## src/hdl/wavp_pkg.sv

```systemverilog
`timescale 1ns / 1ps
// ----------------------------------------------------------------------------
// WAV header parser package
// Field widths, status and format codes, header ids and format mapping.
// ----------------------------------------------------------------------------
package wavp_pkg;

  localparam int unsigned BYTE_W   = 8;
  localparam int unsigned LEN_W    = 33;
  localparam int unsigned STATUS_W = 4;
  localparam int unsigned HALF_W   = 16;
  localparam int unsigned WORD_W   = 32;
  localparam int unsigned FORMAT_W = 2;

  typedef logic [STATUS_W-1:0] status_t;
  typedef logic [FORMAT_W-1:0] format_t;
  typedef logic [LEN_W-1:0]    len_t;

  localparam status_t ST_OK        = 4'd0;
  localparam status_t ST_TOO_SMALL = 4'd1;
  localparam status_t ST_RIFF      = 4'd2;
  localparam status_t ST_CHUNK     = 4'd3;
  localparam status_t ST_WAVE      = 4'd4;
  localparam status_t ST_FMT       = 4'd5;
  localparam status_t ST_SUB1      = 4'd6;
  localparam status_t ST_DATA_ID   = 4'd7;
  localparam status_t ST_SUB2      = 4'd8;

  localparam format_t FMT_INT16   = 2'd0;
  localparam format_t FMT_FLOAT32 = 2'd1;
  localparam format_t FMT_CUSTOM  = 2'd2;

  localparam logic [WORD_W-1:0] ID_RIFF = 32'h4646_4952;
  localparam logic [WORD_W-1:0] ID_WAVE = 32'h4556_4157;
  localparam logic [WORD_W-1:0] ID_FMT  = 32'h2074_6D66;
  localparam logic [WORD_W-1:0] ID_DATA = 32'h6174_6164;

  localparam logic [HALF_W-1:0] TAG_PCM   = 16'd1;
  localparam logic [HALF_W-1:0] TAG_FLOAT = 16'd3;

  localparam len_t MIN_LEN = 33'd44;
  localparam len_t POS_MAX = {LEN_W{1'b1}};

  function automatic format_t map_format(input logic [HALF_W-1:0] tag,
                                         input logic [HALF_W-1:0] bits);
    format_t f;
    f = FMT_CUSTOM;
    if (tag == TAG_PCM && bits == 16'd16) f = FMT_INT16;
    else if (tag == TAG_FLOAT && bits == 16'd32) f = FMT_FLOAT32;
    return f;
  endfunction

endpackage

```

## src/hdl/wavp_if.sv

```systemverilog
`timescale 1ns / 1ps
// ----------------------------------------------------------------------------
// WAV header parser channels
// Valid/ready channels for file bytes in and status requests out.
// ----------------------------------------------------------------------------
interface wavp_in_if;
  import wavp_pkg::*;

  logic              valid;
  logic              ready;
  logic [BYTE_W-1:0] data_byte;
  logic [LEN_W-1:0]  file_length;
  logic              first_byte;

  modport source (output valid, data_byte, file_length, first_byte, input ready);
  modport sink   (input valid, data_byte, file_length, first_byte, output ready);
endinterface

interface wavp_out_if;
  import wavp_pkg::*;

  logic                valid;
  logic                ready;
  logic [STATUS_W-1:0] status;
  logic [HALF_W-1:0]   num_channels;
  logic [WORD_W-1:0]   sample_rate;
  logic [HALF_W-1:0]   bits_per_sample;
  logic [FORMAT_W-1:0] sample_format;
  logic [LEN_W-1:0]    data_offset;
  logic [WORD_W-1:0]   data_size;

  modport source (output valid, status, num_channels, sample_rate, bits_per_sample,
                  sample_format, data_offset, data_size, input ready);
  modport sink   (input valid, status, num_channels, sample_rate, bits_per_sample,
                  sample_format, data_offset, data_size, output ready);
endinterface

```

## src/hdl/wav_header_stream_parser.sv

```systemverilog
`timescale 1ns / 1ps
// Bytes pass the input register; a status request then waits in the result register.
// Throughput: one byte per cycle unless the result side stalls; set by the single parse
// stage between input and result registers, which updates the parser state every byte.
// Reset (rst_n low, synchronous) empties both registers and returns the parser to
// offset zero expecting RIFF; first_byte restarts it the same way.
// ----------------------------------------------------------------------------
// WAV header stream parser
// Checks a RIFF/WAVE header byte by byte and reports one status per file.
// ----------------------------------------------------------------------------
module wav_header_stream_parser (
  input  logic        clk,
  input  logic        rst_n,
  wavp_in_if.sink     in_chan,
  wavp_out_if.source  out_chan
);
  import wavp_pkg::*;

  typedef enum logic [7:0] {
    PH_RIFF      = 8'b0000_0001,
    PH_SIZE      = 8'b0000_0010,
    PH_WAVE      = 8'b0000_0100,
    PH_SCAN_FMT  = 8'b0000_1000,
    PH_SUB1      = 8'b0001_0000,
    PH_FIELDS    = 8'b0010_0000,
    PH_SCAN_DATA = 8'b0100_0000,
    PH_SUB2      = 8'b1000_0000
  } phase_t;

  // input register
  logic              s1_valid_r;
  logic [BYTE_W-1:0] s1_byte_r;
  len_t              s1_len_r;
  logic              s1_first_r;

  // parser state
  len_t              pos_r, pos_nxt;
  phase_t            phase_r, phase_nxt;
  logic [WORD_W-1:0] win_r, win_nxt;
  logic [WORD_W-1:0] riff_size_r, riff_size_nxt;
  len_t              fmt_pos_r, fmt_pos_nxt;
  len_t              data_pos_r, data_pos_nxt;
  logic [HALF_W-1:0] tag_r, tag_nxt;
  logic [HALF_W-1:0] chan_r, chan_nxt;
  logic [WORD_W-1:0] rate_r, rate_nxt;
  logic [HALF_W-1:0] bits_r, bits_nxt;
  logic              decided_r, decided_nxt;

  // result register
  logic              out_valid_r;
  status_t           out_status_r;
  logic [HALF_W-1:0] out_chan_r;
  logic [WORD_W-1:0] out_rate_r;
  logic [HALF_W-1:0] out_bits_r;
  format_t           out_format_r;
  len_t              out_offset_r;
  logic [WORD_W-1:0] out_size_r;

  logic              advance;
  logic              hit;
  status_t           status;
  len_t              doff;
  logic [WORD_W-1:0] dsize;

  // working values of the step
  len_t              p;
  phase_t            ph;
  logic              dec;
  logic [WORD_W-1:0] win;
  logic [LEN_W:0]    len_x, p_x, fmt7, data7;
  len_t              fmt_off, i_pos;
  logic [LEN_W+1:0]  base, base2, base3, nxt_start, data_end, len_w;
  logic              fmt_read;

  assign advance       = !out_valid_r || out_chan.ready;
  assign in_chan.ready = !s1_valid_r || advance;

  always_ff @(posedge clk) begin
    if (!rst_n) begin
      s1_valid_r <= 1'b0;
    end else if (in_chan.ready) begin
      s1_valid_r <= in_chan.valid;
    end
    if (in_chan.ready && in_chan.valid) begin
      s1_byte_r  <= in_chan.data_byte;
      s1_len_r   <= in_chan.file_length;
      s1_first_r <= in_chan.first_byte;
    end
  end

  always_comb begin
    // start from reset values when a new file begins
    if (s1_first_r) begin
      p = '0; ph = PH_RIFF; win = '0; dec = 1'b0;
      riff_size_nxt = '0; fmt_pos_nxt = '0; data_pos_nxt = '0;
      tag_nxt = '0; chan_nxt = '0; rate_nxt = '0; bits_nxt = '0;
    end else begin
      p = pos_r; ph = phase_r; win = win_r; dec = decided_r;
      riff_size_nxt = riff_size_r; fmt_pos_nxt = fmt_pos_r; data_pos_nxt = data_pos_r;
      tag_nxt = tag_r; chan_nxt = chan_r; rate_nxt = rate_r; bits_nxt = bits_r;
    end
    pos_nxt     = (p == POS_MAX) ? p : p + 33'd1;
    phase_nxt   = ph;
    decided_nxt = dec;
    win_nxt     = win;
    hit         = 1'b0;
    status      = ST_OK;
    doff        = '0;
    dsize       = '0;

    len_x     = {1'b0, s1_len_r};
    len_w     = {2'b00, s1_len_r};
    p_x       = {1'b0, p};
    i_pos     = p - 33'd3;
    fmt7      = {1'b0, fmt_pos_r} + 34'd7;
    data7     = {1'b0, data_pos_r} + 34'd7;
    fmt_off   = p - fmt_pos_r;
    base      = {2'b00, fmt_pos_r} + 35'd24;
    base2     = base + 35'd2;
    base3     = base + 35'd3;
    nxt_start = ({2'b00, p} >= base2) ? {2'b00, p} - 35'd2 : base;
    data_end  = {3'b000, win_nxt} + 35'd8 + {2'b00, data_pos_r};

    if (!dec) begin
      win_nxt = {s1_byte_r, win[WORD_W-1:BYTE_W]};
      data_end = {3'b000, win_nxt} + 35'd8 + {2'b00, data_pos_r};
      if (p == '0 && s1_len_r < MIN_LEN) begin
        hit = 1'b1; status = ST_TOO_SMALL;
      end else begin
        case (ph)
          PH_RIFF: begin
            if (p == 33'd3) begin
              if (win_nxt != ID_RIFF) begin hit = 1'b1; status = ST_RIFF; end
              else phase_nxt = PH_SIZE;
            end
          end
          PH_SIZE: begin
            if (p == 33'd7) begin
              riff_size_nxt = win_nxt;
              if ({1'b0, win_nxt} + 33'd8 != s1_len_r) begin
                hit = 1'b1; status = ST_CHUNK;
              end else phase_nxt = PH_WAVE;
            end
          end
          PH_WAVE: begin
            if (p == 33'd11) begin
              if (win_nxt != ID_WAVE) begin hit = 1'b1; status = ST_WAVE; end
              else phase_nxt = PH_SCAN_FMT;
            end
          end
          PH_SCAN_FMT: begin
            if (p >= 33'd15) begin
              if (win_nxt == ID_FMT && ({1'b0, i_pos} + 34'd24) < len_x) begin
                fmt_pos_nxt = i_pos; phase_nxt = PH_SUB1;
              end else if (({1'b0, i_pos} + 34'd25) >= len_x) begin
                hit = 1'b1; status = ST_FMT;
              end
            end
          end
          PH_SUB1: begin
            if (p_x == fmt7) begin
              if (win_nxt >= riff_size_r) begin hit = 1'b1; status = ST_SUB1; end
              else phase_nxt = PH_FIELDS;
            end
          end
          PH_FIELDS: begin
            if (fmt_off == 33'd9) tag_nxt = win_nxt[WORD_W-1:HALF_W];
            else if (fmt_off == 33'd11) chan_nxt = win_nxt[WORD_W-1:HALF_W];
            else if (fmt_off == 33'd15) rate_nxt = win_nxt;
            else if (fmt_off == 33'd23) begin
              bits_nxt = win_nxt[WORD_W-1:HALF_W]; phase_nxt = PH_SCAN_DATA;
            end
          end
          PH_SCAN_DATA: begin
            if ({2'b00, p} >= base3 && win_nxt == ID_DATA &&
                ({1'b0, i_pos} + 34'd8) < len_x) begin
              data_pos_nxt = i_pos; phase_nxt = PH_SUB2;
            end else if (nxt_start + 35'd8 >= len_w) begin
              hit = 1'b1; status = ST_DATA_ID;
            end
          end
          PH_SUB2: begin
            if (p_x == data7) begin
              hit   = 1'b1;
              dsize = win_nxt;
              if (data_end > len_w) status = ST_SUB2;
              else begin
                status = ST_OK;
                doff   = data_pos_r + 33'd8;
              end
            end
          end
          default: begin
            phase_nxt = ph;
          end
        endcase
      end
      if (hit) decided_nxt = 1'b1;
    end
    fmt_read = (status == ST_OK) || (status >= ST_DATA_ID);
  end

  always_ff @(posedge clk) begin
    if (!rst_n) begin
      pos_r       <= '0;
      phase_r     <= PH_RIFF;
      win_r       <= '0;
      riff_size_r <= '0;
      fmt_pos_r   <= '0;
      data_pos_r  <= '0;
      tag_r       <= '0;
      chan_r      <= '0;
      rate_r      <= '0;
      bits_r      <= '0;
      decided_r   <= 1'b0;
    end else if (s1_valid_r && advance) begin
      pos_r       <= pos_nxt;
      phase_r     <= phase_nxt;
      win_r       <= win_nxt;
      riff_size_r <= riff_size_nxt;
      fmt_pos_r   <= fmt_pos_nxt;
      data_pos_r  <= data_pos_nxt;
      tag_r       <= tag_nxt;
      chan_r      <= chan_nxt;
      rate_r      <= rate_nxt;
      bits_r      <= bits_nxt;
      decided_r   <= decided_nxt;
    end
  end

  always_ff @(posedge clk) begin
    if (!rst_n) begin
      out_valid_r <= 1'b0;
    end else if (advance) begin
      out_valid_r <= s1_valid_r && hit;
    end
    // fmt fields come from the held values, not this byte's updates
    if (advance && s1_valid_r && hit) begin
      out_status_r <= status;
      out_chan_r   <= fmt_read ? (s1_first_r ? '0 : chan_r) : '0;
      out_rate_r   <= fmt_read ? (s1_first_r ? '0 : rate_r) : '0;
      out_bits_r   <= fmt_read ? (s1_first_r ? '0 : bits_r) : '0;
      out_format_r <= fmt_read ? map_format(s1_first_r ? '0 : tag_r,
                                            s1_first_r ? '0 : bits_r)
                               : FMT_CUSTOM;
      out_offset_r <= doff;
      out_size_r   <= dsize;
    end
  end

  assign out_chan.valid           = out_valid_r;
  assign out_chan.status          = out_status_r;
  assign out_chan.num_channels    = out_chan_r;
  assign out_chan.sample_rate     = out_rate_r;
  assign out_chan.bits_per_sample = out_bits_r;
  assign out_chan.sample_format   = out_format_r;
  assign out_chan.data_offset     = out_offset_r;
  assign out_chan.data_size       = out_size_r;

endmodule

```

## src/flat_wrapper.sv

```systemverilog
// flat-port wrapper written by rule: the top's interface ports become plain ports
module wav_header_stream_parser_flat import wavp_pkg::*;
  (clk, rst_n, in_chan_valid, in_chan_data_byte, in_chan_file_length, in_chan_first_byte, in_chan_ready, out_chan_valid, out_chan_status, out_chan_num_channels, out_chan_sample_rate, out_chan_bits_per_sample, out_chan_sample_format, out_chan_data_offset, out_chan_data_size, out_chan_ready);
  wavp_in_if in_chan_i ();
  wavp_out_if out_chan_i ();
  input  logic clk;
  input  logic rst_n;
  input wire logic [$bits(in_chan_i.valid)-1:0] in_chan_valid;
  input wire logic [$bits(in_chan_i.data_byte)-1:0] in_chan_data_byte;
  input wire logic [$bits(in_chan_i.file_length)-1:0] in_chan_file_length;
  input wire logic [$bits(in_chan_i.first_byte)-1:0] in_chan_first_byte;
  output wire logic [$bits(in_chan_i.ready)-1:0] in_chan_ready;
  output wire logic [$bits(out_chan_i.valid)-1:0] out_chan_valid;
  output wire logic [$bits(out_chan_i.status)-1:0] out_chan_status;
  output wire logic [$bits(out_chan_i.num_channels)-1:0] out_chan_num_channels;
  output wire logic [$bits(out_chan_i.sample_rate)-1:0] out_chan_sample_rate;
  output wire logic [$bits(out_chan_i.bits_per_sample)-1:0] out_chan_bits_per_sample;
  output wire logic [$bits(out_chan_i.sample_format)-1:0] out_chan_sample_format;
  output wire logic [$bits(out_chan_i.data_offset)-1:0] out_chan_data_offset;
  output wire logic [$bits(out_chan_i.data_size)-1:0] out_chan_data_size;
  input wire logic [$bits(out_chan_i.ready)-1:0] out_chan_ready;
  assign in_chan_i.valid = in_chan_valid;
  assign in_chan_i.data_byte = in_chan_data_byte;
  assign in_chan_i.file_length = in_chan_file_length;
  assign in_chan_i.first_byte = in_chan_first_byte;
  assign in_chan_ready = in_chan_i.ready;
  assign out_chan_valid = out_chan_i.valid;
  assign out_chan_status = out_chan_i.status;
  assign out_chan_num_channels = out_chan_i.num_channels;
  assign out_chan_sample_rate = out_chan_i.sample_rate;
  assign out_chan_bits_per_sample = out_chan_i.bits_per_sample;
  assign out_chan_sample_format = out_chan_i.sample_format;
  assign out_chan_data_offset = out_chan_i.data_offset;
  assign out_chan_data_size = out_chan_i.data_size;
  assign out_chan_i.ready = out_chan_ready;
  wav_header_stream_parser u_core (.clk(clk), .rst_n(rst_n), .in_chan(in_chan_i), .out_chan(out_chan_i));
endmodule
```

## config.mk

```make
export PLATFORM = sky130hd
export DESIGN_NAME = wav_header_stream_parser_flat
export DESIGN_NICKNAME = d
export VERILOG_FILES = /design/src/hdl/wavp_pkg.sv /design/src/hdl/wavp_if.sv /design/src/hdl/wav_header_stream_parser.sv /design/src/flat_wrapper.sv
export SDC_FILE = /design/constraint.sdc
export NUM_CORES = 2
export LEC_CHECK = 0
export CORE_UTILIZATION = 60
export DETAILED_ROUTE_END_ITERATION = 12
export DONT_BUFFER_PORTS = 1
export PLACE_DENSITY_LB_ADDON = 0.25
export SYNTH_ARGS = -nofsm -noshare
export SYNTH_HDL_FRONTEND = slang
export SYNTH_SLANG_ARGS = --single-unit
export TNS_END_PERCENT = 10
```

## constraint.sdc

```tcl
create_clock -name clk -period 15.76 [get_ports clk]
set_clock_uncertainty 0.05 [all_clocks]
set_input_delay 3.152 -clock clk [delete_from_list [all_inputs] [get_ports clk]]
set_output_delay 3.152 -clock clk [all_outputs]
set_load 0.01 [all_outputs]
```

# Word-level counts from Yosys, hierarchy flattened
# Cells that the tools add are included.
totals:
  input_bits: 46
  out_inout_bits: 137
  elab_cells: 209
  ff_bits: 423
classes:
  bitwise: 3
  add_sub_neg: 17
  mux: 107
  magnitude_cmp: 11
  reduce_logical: 20
  eq_ne: 27
op_table:
  columns: ["cell", "count"]
  rows:
  - ["32-bit two-way mux", 14]
  - ["33-bit two-way mux", 13]
  - ["16-bit two-way mux", 19]
  - ["8-bit two-way mux", 18]
  - ["33-bit by 4-bit equality test with 1-bit output, second input constant", 4]
  - ["33-bit by 5-bit adder with 34-bit output, second input constant", 3]
  - ["35-bit by 2-bit adder with 35-bit output, second input constant", 2]
  - ["33-bit by 35-bit >= comparator with 1-bit output", 2]
  - ["33-bit by 3-bit adder with 34-bit output, second input constant", 2]
  - ["33-bit by 34-bit equality test with 1-bit output", 2]
  - ["34-bit by 33-bit < comparator with 1-bit output", 2]
  - ["32-bit by 4-bit adder with 33-bit output, second input constant", 2]
  - ["32-bit by 31-bit != test with 1-bit output, second input constant", 2]
  - ["8-bit case mux with 7 select lines", 1]
  - ["4-bit two-way mux", 11]
  - ["35-bit by 33-bit adder with 35-bit output", 1]
  - ["35-bit by 4-bit adder with 35-bit output, second input constant", 1]
  - ["35-bit by 33-bit >= comparator with 1-bit output", 1]
  - ["35-bit by 33-bit > comparator with 1-bit output", 1]
  - ["35-bit two-way mux", 1]
  - ["33-bit by 4-bit adder with 34-bit output, second input constant", 1]
  - ["34-bit by 33-bit >= comparator with 1-bit output", 1]
  - ["33-bit by 2-bit subtractor with 34-bit output, second input constant", 1]
  - ["33-bit by 1-bit adder with 33-bit output, second input constant", 1]
  - ["other kinds (40)", 79]

# Logic depth before layout (Yosys ltp)
logic_depth:
  depth_word: 15
  depth_mapped: 52
  ltp_nobuf: 44

# Least setup slack after synthesis
# No wires, ideal clock.
synth_path:
  path_kind: "reg2reg"
  start: "reg u_core.fmt_pos_r[3]"
  end: "reg u_core.out_bits_r[0], in the netlist u_core.out_chan.bits_per_sample[0], enable pin"
  path_buffers: 5
  setup_time_ps: 712
  stages_incl_launch_ff: 46
  path_slack_ps: -833
  required_ps: 14998
  synth_period_minus_slack_ps: 16593
  t_arrival_ps: 15831
  cell_sequence: "dfxtp_1 buf_1 inv_1 ha_1 buf_2 nand3b_4 or3_1 nor3_1 xnor2_1 nor2_1 o21ai_0 or4_1 nor3_1 nand2_1 xnor2_1 ha_1 nand4_1 or2_2 [... 10 more ...] and3_1 nand4_1 nor2_1 mux2_2 clkbuf_1 nand2_1 nor3_1 xor2_1 mux2i_1 ha_1 nand4_1 nor2_1 nand2_1 o31ai_1 nor2_1 a2111oi_2 nor2_1 a31oi_1"
synth_via:
  elab_chain_len: 13
  word_cells_on_any_way: 20
  classes_between: "add/sub: 5; order compare: 3; eq/ne: 1; mux: 8; reduce/logical: 3"
synth_lines:
  columns: ["element", "line_no", "text"]
  rows:
  - ["start, declared", "wav_header_stream_parser.sv:41", "len_t fmt_pos_r, fmt_pos_nxt;"]
  - ["start signal, assigned", "wav_header_stream_parser.sv:221", "fmt_pos_r <= fmt_pos_nxt;"]
  - ["33-bit by 5-bit adder with 34-bit output", "wav_header_stream_parser.sv:118", "base = {2'b00, fmt_pos_r} + 35'd24;"]
  - ["35-bit by 2-bit adder with 35-bit output", "wav_header_stream_parser.sv:119", "base2 = base + 35'd2;"]
  - ["33-bit by 35-bit >= comparator with 1-bit output", "wav_header_stream_parser.sv:121", "nxt_start = ({2'b00, p} >= base2) ? {2'b00, p} - 35'd2 : base;"]
  - ["35-bit two-way mux", "wav_header_stream_parser.sv:121", null]
  - ["35-bit by 4-bit adder with 35-bit output", "wav_header_stream_parser.sv:178", "end else if (nxt_start + 35'd8 >= len_w) begin"]
  - ["35-bit by 33-bit >= comparator with 1-bit output", "wav_header_stream_parser.sv:178", null]
  - ["1-bit two-way mux", "wav_header_stream_parser.sv:178", null]
  - ["1-bit two-way mux", "wav_header_stream_parser.sv:175", "if ({2'b00, p} >= base3 && win_nxt == ID_DATA &&"]
  - ["1-bit case mux with 7 select lines (*)", "wav_header_stream_parser.sv:130", "case (ph)"]
  - ["1-bit two-way mux (*)", "wav_header_stream_parser.sv:127", "if (p == '0 && s1_len_r < MIN_LEN) begin"]
  - ["1-bit two-way mux (*) (2 in series)", "wav_header_stream_parser.sv:124", "if (!dec) begin"]
  - ["1-bit logical AND (*)", "wav_header_stream_parser.sv:238", "if (advance && s1_valid_r && hit) begin"]
  - ["end signal, assigned", "wav_header_stream_parser.sv:242", "out_bits_r <= fmt_read ? (s1_first_r ? '0 : bits_r) : '0;"]
  - ["end, declared", "wav_header_stream_parser.sv:54", "logic [HALF_W-1:0] out_bits_r;"]
# Mark *: on every way between the ends. The rest lies on a longest branch, timed or not. The select of a mux whose other input is x is not followed.
# A chain may end at the register's enable or synchronous reset.

# Worst setup path in the final report
layout_path:
  start: "reg u_core.fmt_pos_r[3]"
  end: "reg u_core.out_chan_r[15], in the netlist u_core.out_chan.num_channels[15], enable pin"
layout_via:
  elab_chain_len: 13
  word_cells_on_any_way: 20
  classes_between: "add/sub: 5; order compare: 3; eq/ne: 1; mux: 8; reduce/logical: 3"
layout_lines:
  columns: ["element", "line_no", "text"]
  rows:
  - ["33-bit by 5-bit adder with 34-bit output", "wav_header_stream_parser.sv:118", null]
  - ["35-bit by 2-bit adder with 35-bit output", "wav_header_stream_parser.sv:119", null]
  - ["33-bit by 35-bit >= comparator with 1-bit output", "wav_header_stream_parser.sv:121", null]
  - ["35-bit two-way mux", "wav_header_stream_parser.sv:121", null]
  - ["35-bit by 4-bit adder with 35-bit output", "wav_header_stream_parser.sv:178", null]
  - ["35-bit by 33-bit >= comparator with 1-bit output", "wav_header_stream_parser.sv:178", null]
  - ["1-bit two-way mux", "wav_header_stream_parser.sv:178", null]
  - ["1-bit two-way mux", "wav_header_stream_parser.sv:175", null]
  - ["1-bit case mux with 7 select lines (*)", "wav_header_stream_parser.sv:130", null]
  - ["1-bit two-way mux (*)", "wav_header_stream_parser.sv:127", null]
  - ["1-bit two-way mux (*) (2 in series)", "wav_header_stream_parser.sv:124", null]
  - ["1-bit logical AND (*)", "wav_header_stream_parser.sv:238", null]
  - ["end signal, assigned", "wav_header_stream_parser.sv:240", "out_chan_r <= fmt_read ? (s1_first_r ? '0 : chan_r) : '0;"]
  - ["end, declared", "wav_header_stream_parser.sv:52", "logic [HALF_W-1:0] out_chan_r;"]
# Marked as above.

==> reports/qor.yml <==
status:
  status: "finished clean"
sta:
  fmax_mhz: 75.91
  worst_slew_pin_slew_ps: 1290
  drv_slew: 0
  min_period_ps: 13170
  fin_hold_ws_ps: 408.9
  slew_headroom: 0.1308
  hold_viol_final: 0
  finalSetupTns_ps: 0
  setup-violations-final: 0
  rsz0062_at_grt: "no"
  period_share: 0.8359
setup_path:
  worstReg2RegEnd: "u_core.out_chan.num_channels[15]"
  r2r-start: "u_core.fmt_pos_r[3]"
  crit_start: "u_core.fmt_pos_r[3]"
  path_max_fanout: 51
  cp_slowest_cell: "o31ai_1"
  crit_top_cell: "nor2_1"
  reg2reg_depth: 43
  slowest_delay_ps: 710
  r2r_slack_ps: 2590
  worstSetupPathType: "flip-flop to flip-flop"
  startpoint_type: "flip-flop"
  end_kind: "flip-flop"
  cp.arrival_ps: 13370
  cp.required_ps: 15960
die:
  die_area_um2: 63340
  die_h_um: 251.7
  dieWidth_um: 251.7
  start_util: 0.6072
  ios: 183
  core_region_area_um2: 61600
  row_count: 91
power:
  p_seq_frac: 0.423
  power.density_nw_per_um2: 69.35
  switchingPower_w: 0.0008292
  total_leakage_power_nw: 15.61
  comb_power_share: 0.180
  p_total_w: 0.002766
  peakVddDrop_mv: 0.07573
  swShare: 0.2998
  p_int_w: 0.001937
  clock_power_share: 0.397
global_route:
  grt_pass1_wl_um: 225800
  overflow: 0
  grt_max_degree: 176
  antenna_found_initial: 1
  grt_util_all_layers: 0.4815
  grt_pass1_vias: 33810
clocking:
  cts_buffers: 45
  clkSlewWorstSetupHoldPaths_ps: 60
  cts_htree_levels: 2
  tritoncts: "yes"
  cts_buffer_depth: 3
  cts_num_sinks: 423
  cts_root_buf: "clkbuf_16"
  cts.repair.resized: 0
  cts_setup_buffers: 0
  clock_latency_ps: 620
  cts_hold_buf: 0
logic_synthesis:
  yosys_warnings: 0
  synth_most_common_cell: "nand2_1"
  synth_edf_count: 177
  synth_area_leader_cell: "edfxtp_1"
  synthArstFlopShare: 0
  syn-instance-count: 4517
  syn_avg_cell_area_um2: 8.280
  synthDistinctLibCells: 104
  ys_ff_latch: 423
  syn-num-nets: 4908
  ys_top_cells_by_count: "nand2_1, xnor2_1, ha_1"
  synth_top_area_frac: 0.1421
  synthFlopType: "dfxtp_1"
  synth_area_um2: 37400
  yosysSeqAreaShare: 0.2738
  synth_top_cells_by_area: "edfxtp_1, dfxtp_1, ha_1"
drt:
  routed-via-count: 37090
  drt_pass1_iterations: 6
  wire_per_inst_um: 29.63
  routed_wl_um: 157000
  drt_iter0_drc: 4834
  viasPerCell: 6.999
  drc: 0
  drtAntennaViolNets: 0
worst_hold_path:
  hold_start: "u_core.tag_r[11]"
  worstHoldEndpoint: "u_core.tag_r[11]"
  hold_depth: 1
  hp-class: "flip-flop to flip-flop"
final_layout:
  seq_area_um2: 10240
  multi_input_area_um2: 25460
  area_growth_pct: 6.644
  drive_gt1_frac: 0.06075
  nets: 4815
  n_fill_cell: 5281
place:
  gp_congestion: 1.108
  io_buffer_count: 0
  dp_hpwl_um: 122500
run:
  drv_cap: 0
==> worst max-delay path by stage <==
| stage | to | slack [ps] | cells past startpoint |
|---|---|---|---|
| 4_1_cts | u_core.out_chan.data_size[12] | 3010 | 43 |
| 5_1_grt | u_core.out_chan.data_size[0] | 1770 | 43 |
| 2_1_floorplan | u_core.out_chan.bits_per_sample[0] | 2190 | 45 |
| 6_report | u_core.out_chan.num_channels[15] | 2590 | 43 |
| 3_5_place_dp | u_core.out_chan.data_size[18] | 3070 | 43 |
| 3_3_place_gp | u_core.out_chan.data_size[18] | 3290 | 43 |
==> critical path, delay by kind of cell, from the launching register on <==
| family | cells | cell delay [ps] |
|---|---|---|
| AOI/OAI and AO/OA | 8 | 2930 |
| xor gates and xnor gates | 3 | 640 |
| adders and majority gates | 4 | 1320 |
| buffers and inverters | 5 | 1880 |
| DFF | 1 | 700 |
| muxes | 2 | 500 |
| and+or+nand+nor | 21 | 4740 |
==> sequential cells by signal, summed over array words and instances, names as in the netlist, 8 cells and up <==
signal,flops
u_core.tag_r,16
u_core.win_r,24
u_core.out_chan.data_size,32
u_core.s1_len_r,33
u_core.out_chan.data_offset,33
u_core.s1_byte_r,8
u_core.out_chan.bits_per_sample,16
u_core.fmt_pos_r,33
u_core.out_chan.sample_rate,32
u_core.pos_r,33
u_core.data_pos_r,33
u_core.out_chan.num_channels,16
u_core.rate_r,32
u_core.chan_r,16
u_core.phase_r,8
u_core.bits_r,16
u_core.riff_size_r,32
==> cells in the final DEF (no fill, tap or decap), types with 27 or more instances in the layout <==
cell / count
inv_1: 199
nand3_1: 133
a21boi_1: 45
xnor2_1: 343
xor2_1: 130
buf_4: 111
nor3_1: 128
and4_1: 28
nor2_1: 334
nand2b_1: 35
dfxtp_1: 246
nand2_1: 384
o21a_1: 34
o2bb2ai_1: 33
a21oi_1: 189
a22oi_1: 103
or3_1: 27
nor2b_1: 171
and3_1: 54
a21o_1: 106
nor3b_1: 28
edfxtp_1: 177
a22o_1: 32
ha_1: 343
a21boi_0: 54
nor4_1: 119
a31oi_1: 45
and2_1: 60
clkbuf_16: 46
nand4_1: 132
o21ai_0: 135
==> per-layer routing <==
metal	vias to the layer above	track usage	wire length [um]
met5	-	0	0
met3	753	0.1114	18170
li1	16340	-	-
met1	17370	0.5731	56010
met4	0	0.4157	16250
met2	2639	0.7324	66610
==> per-stage QoR <==
step | setup WS [ps] | area, um2 | cells | util
floorplan | 2191 | 37410 | 4517 | -
global placement | 3295 | 38350 | 5214 | 0.6226
detailed placement | 3066 | 38350 | 5214 | 0.6226
CTS | 3012 | 39880 | 5298 | 0.6475
global route | 1771 | 39880 | 5298 | 0.6475
finish | 2587 | 39890 | 5300 | 0.6475
==> cell families after synthesis <==
group / synth area share
AO/OA/AOI/OAI: 0.1893
XOR/XNOR: 0.1145
adder cells (fa/ha/maj): 0.1161
buffers and inverters: 0.04717
flip-flops: 0.2738
multiplexers: 0.008597
AND/OR/NAND/NOR: 0.2505
==> area by class of cell <==
type / count / area share
well taps: 837 / 0.02626
diodes: 2 / 0.0001255
flip-flops and latches: 423 / 0.2567
multi-input cells: 3638 / 0.6384
clock buffers: 55 / 0.03071
repair buffers: 111 / 0.02089
inverters: 205 / 0.01929
clock inverters: 29 / 0.007654
==> power groups by stage <==
| stage | sequential, W | clock [W] | combinational, W |
|---|---|---|---|
| 2_1_floorplan | 0.00118 | 0 | 0.000339 |
| 3_3_place_gp | 0.00119 | 0 | 0.000467 |
| 3_5_place_dp | 0.00119 | 0 | 0.000474 |
| 4_1_cts | 0.00117 | 0.00110 | 0.000477 |
| 5_1_grt | 0.00117 | 0.00113 | 0.000530 |
| 6_report | 0.00117 | 0.00110 | 0.000498 |
Note: power is estimated with default switching activity, not from simulation.
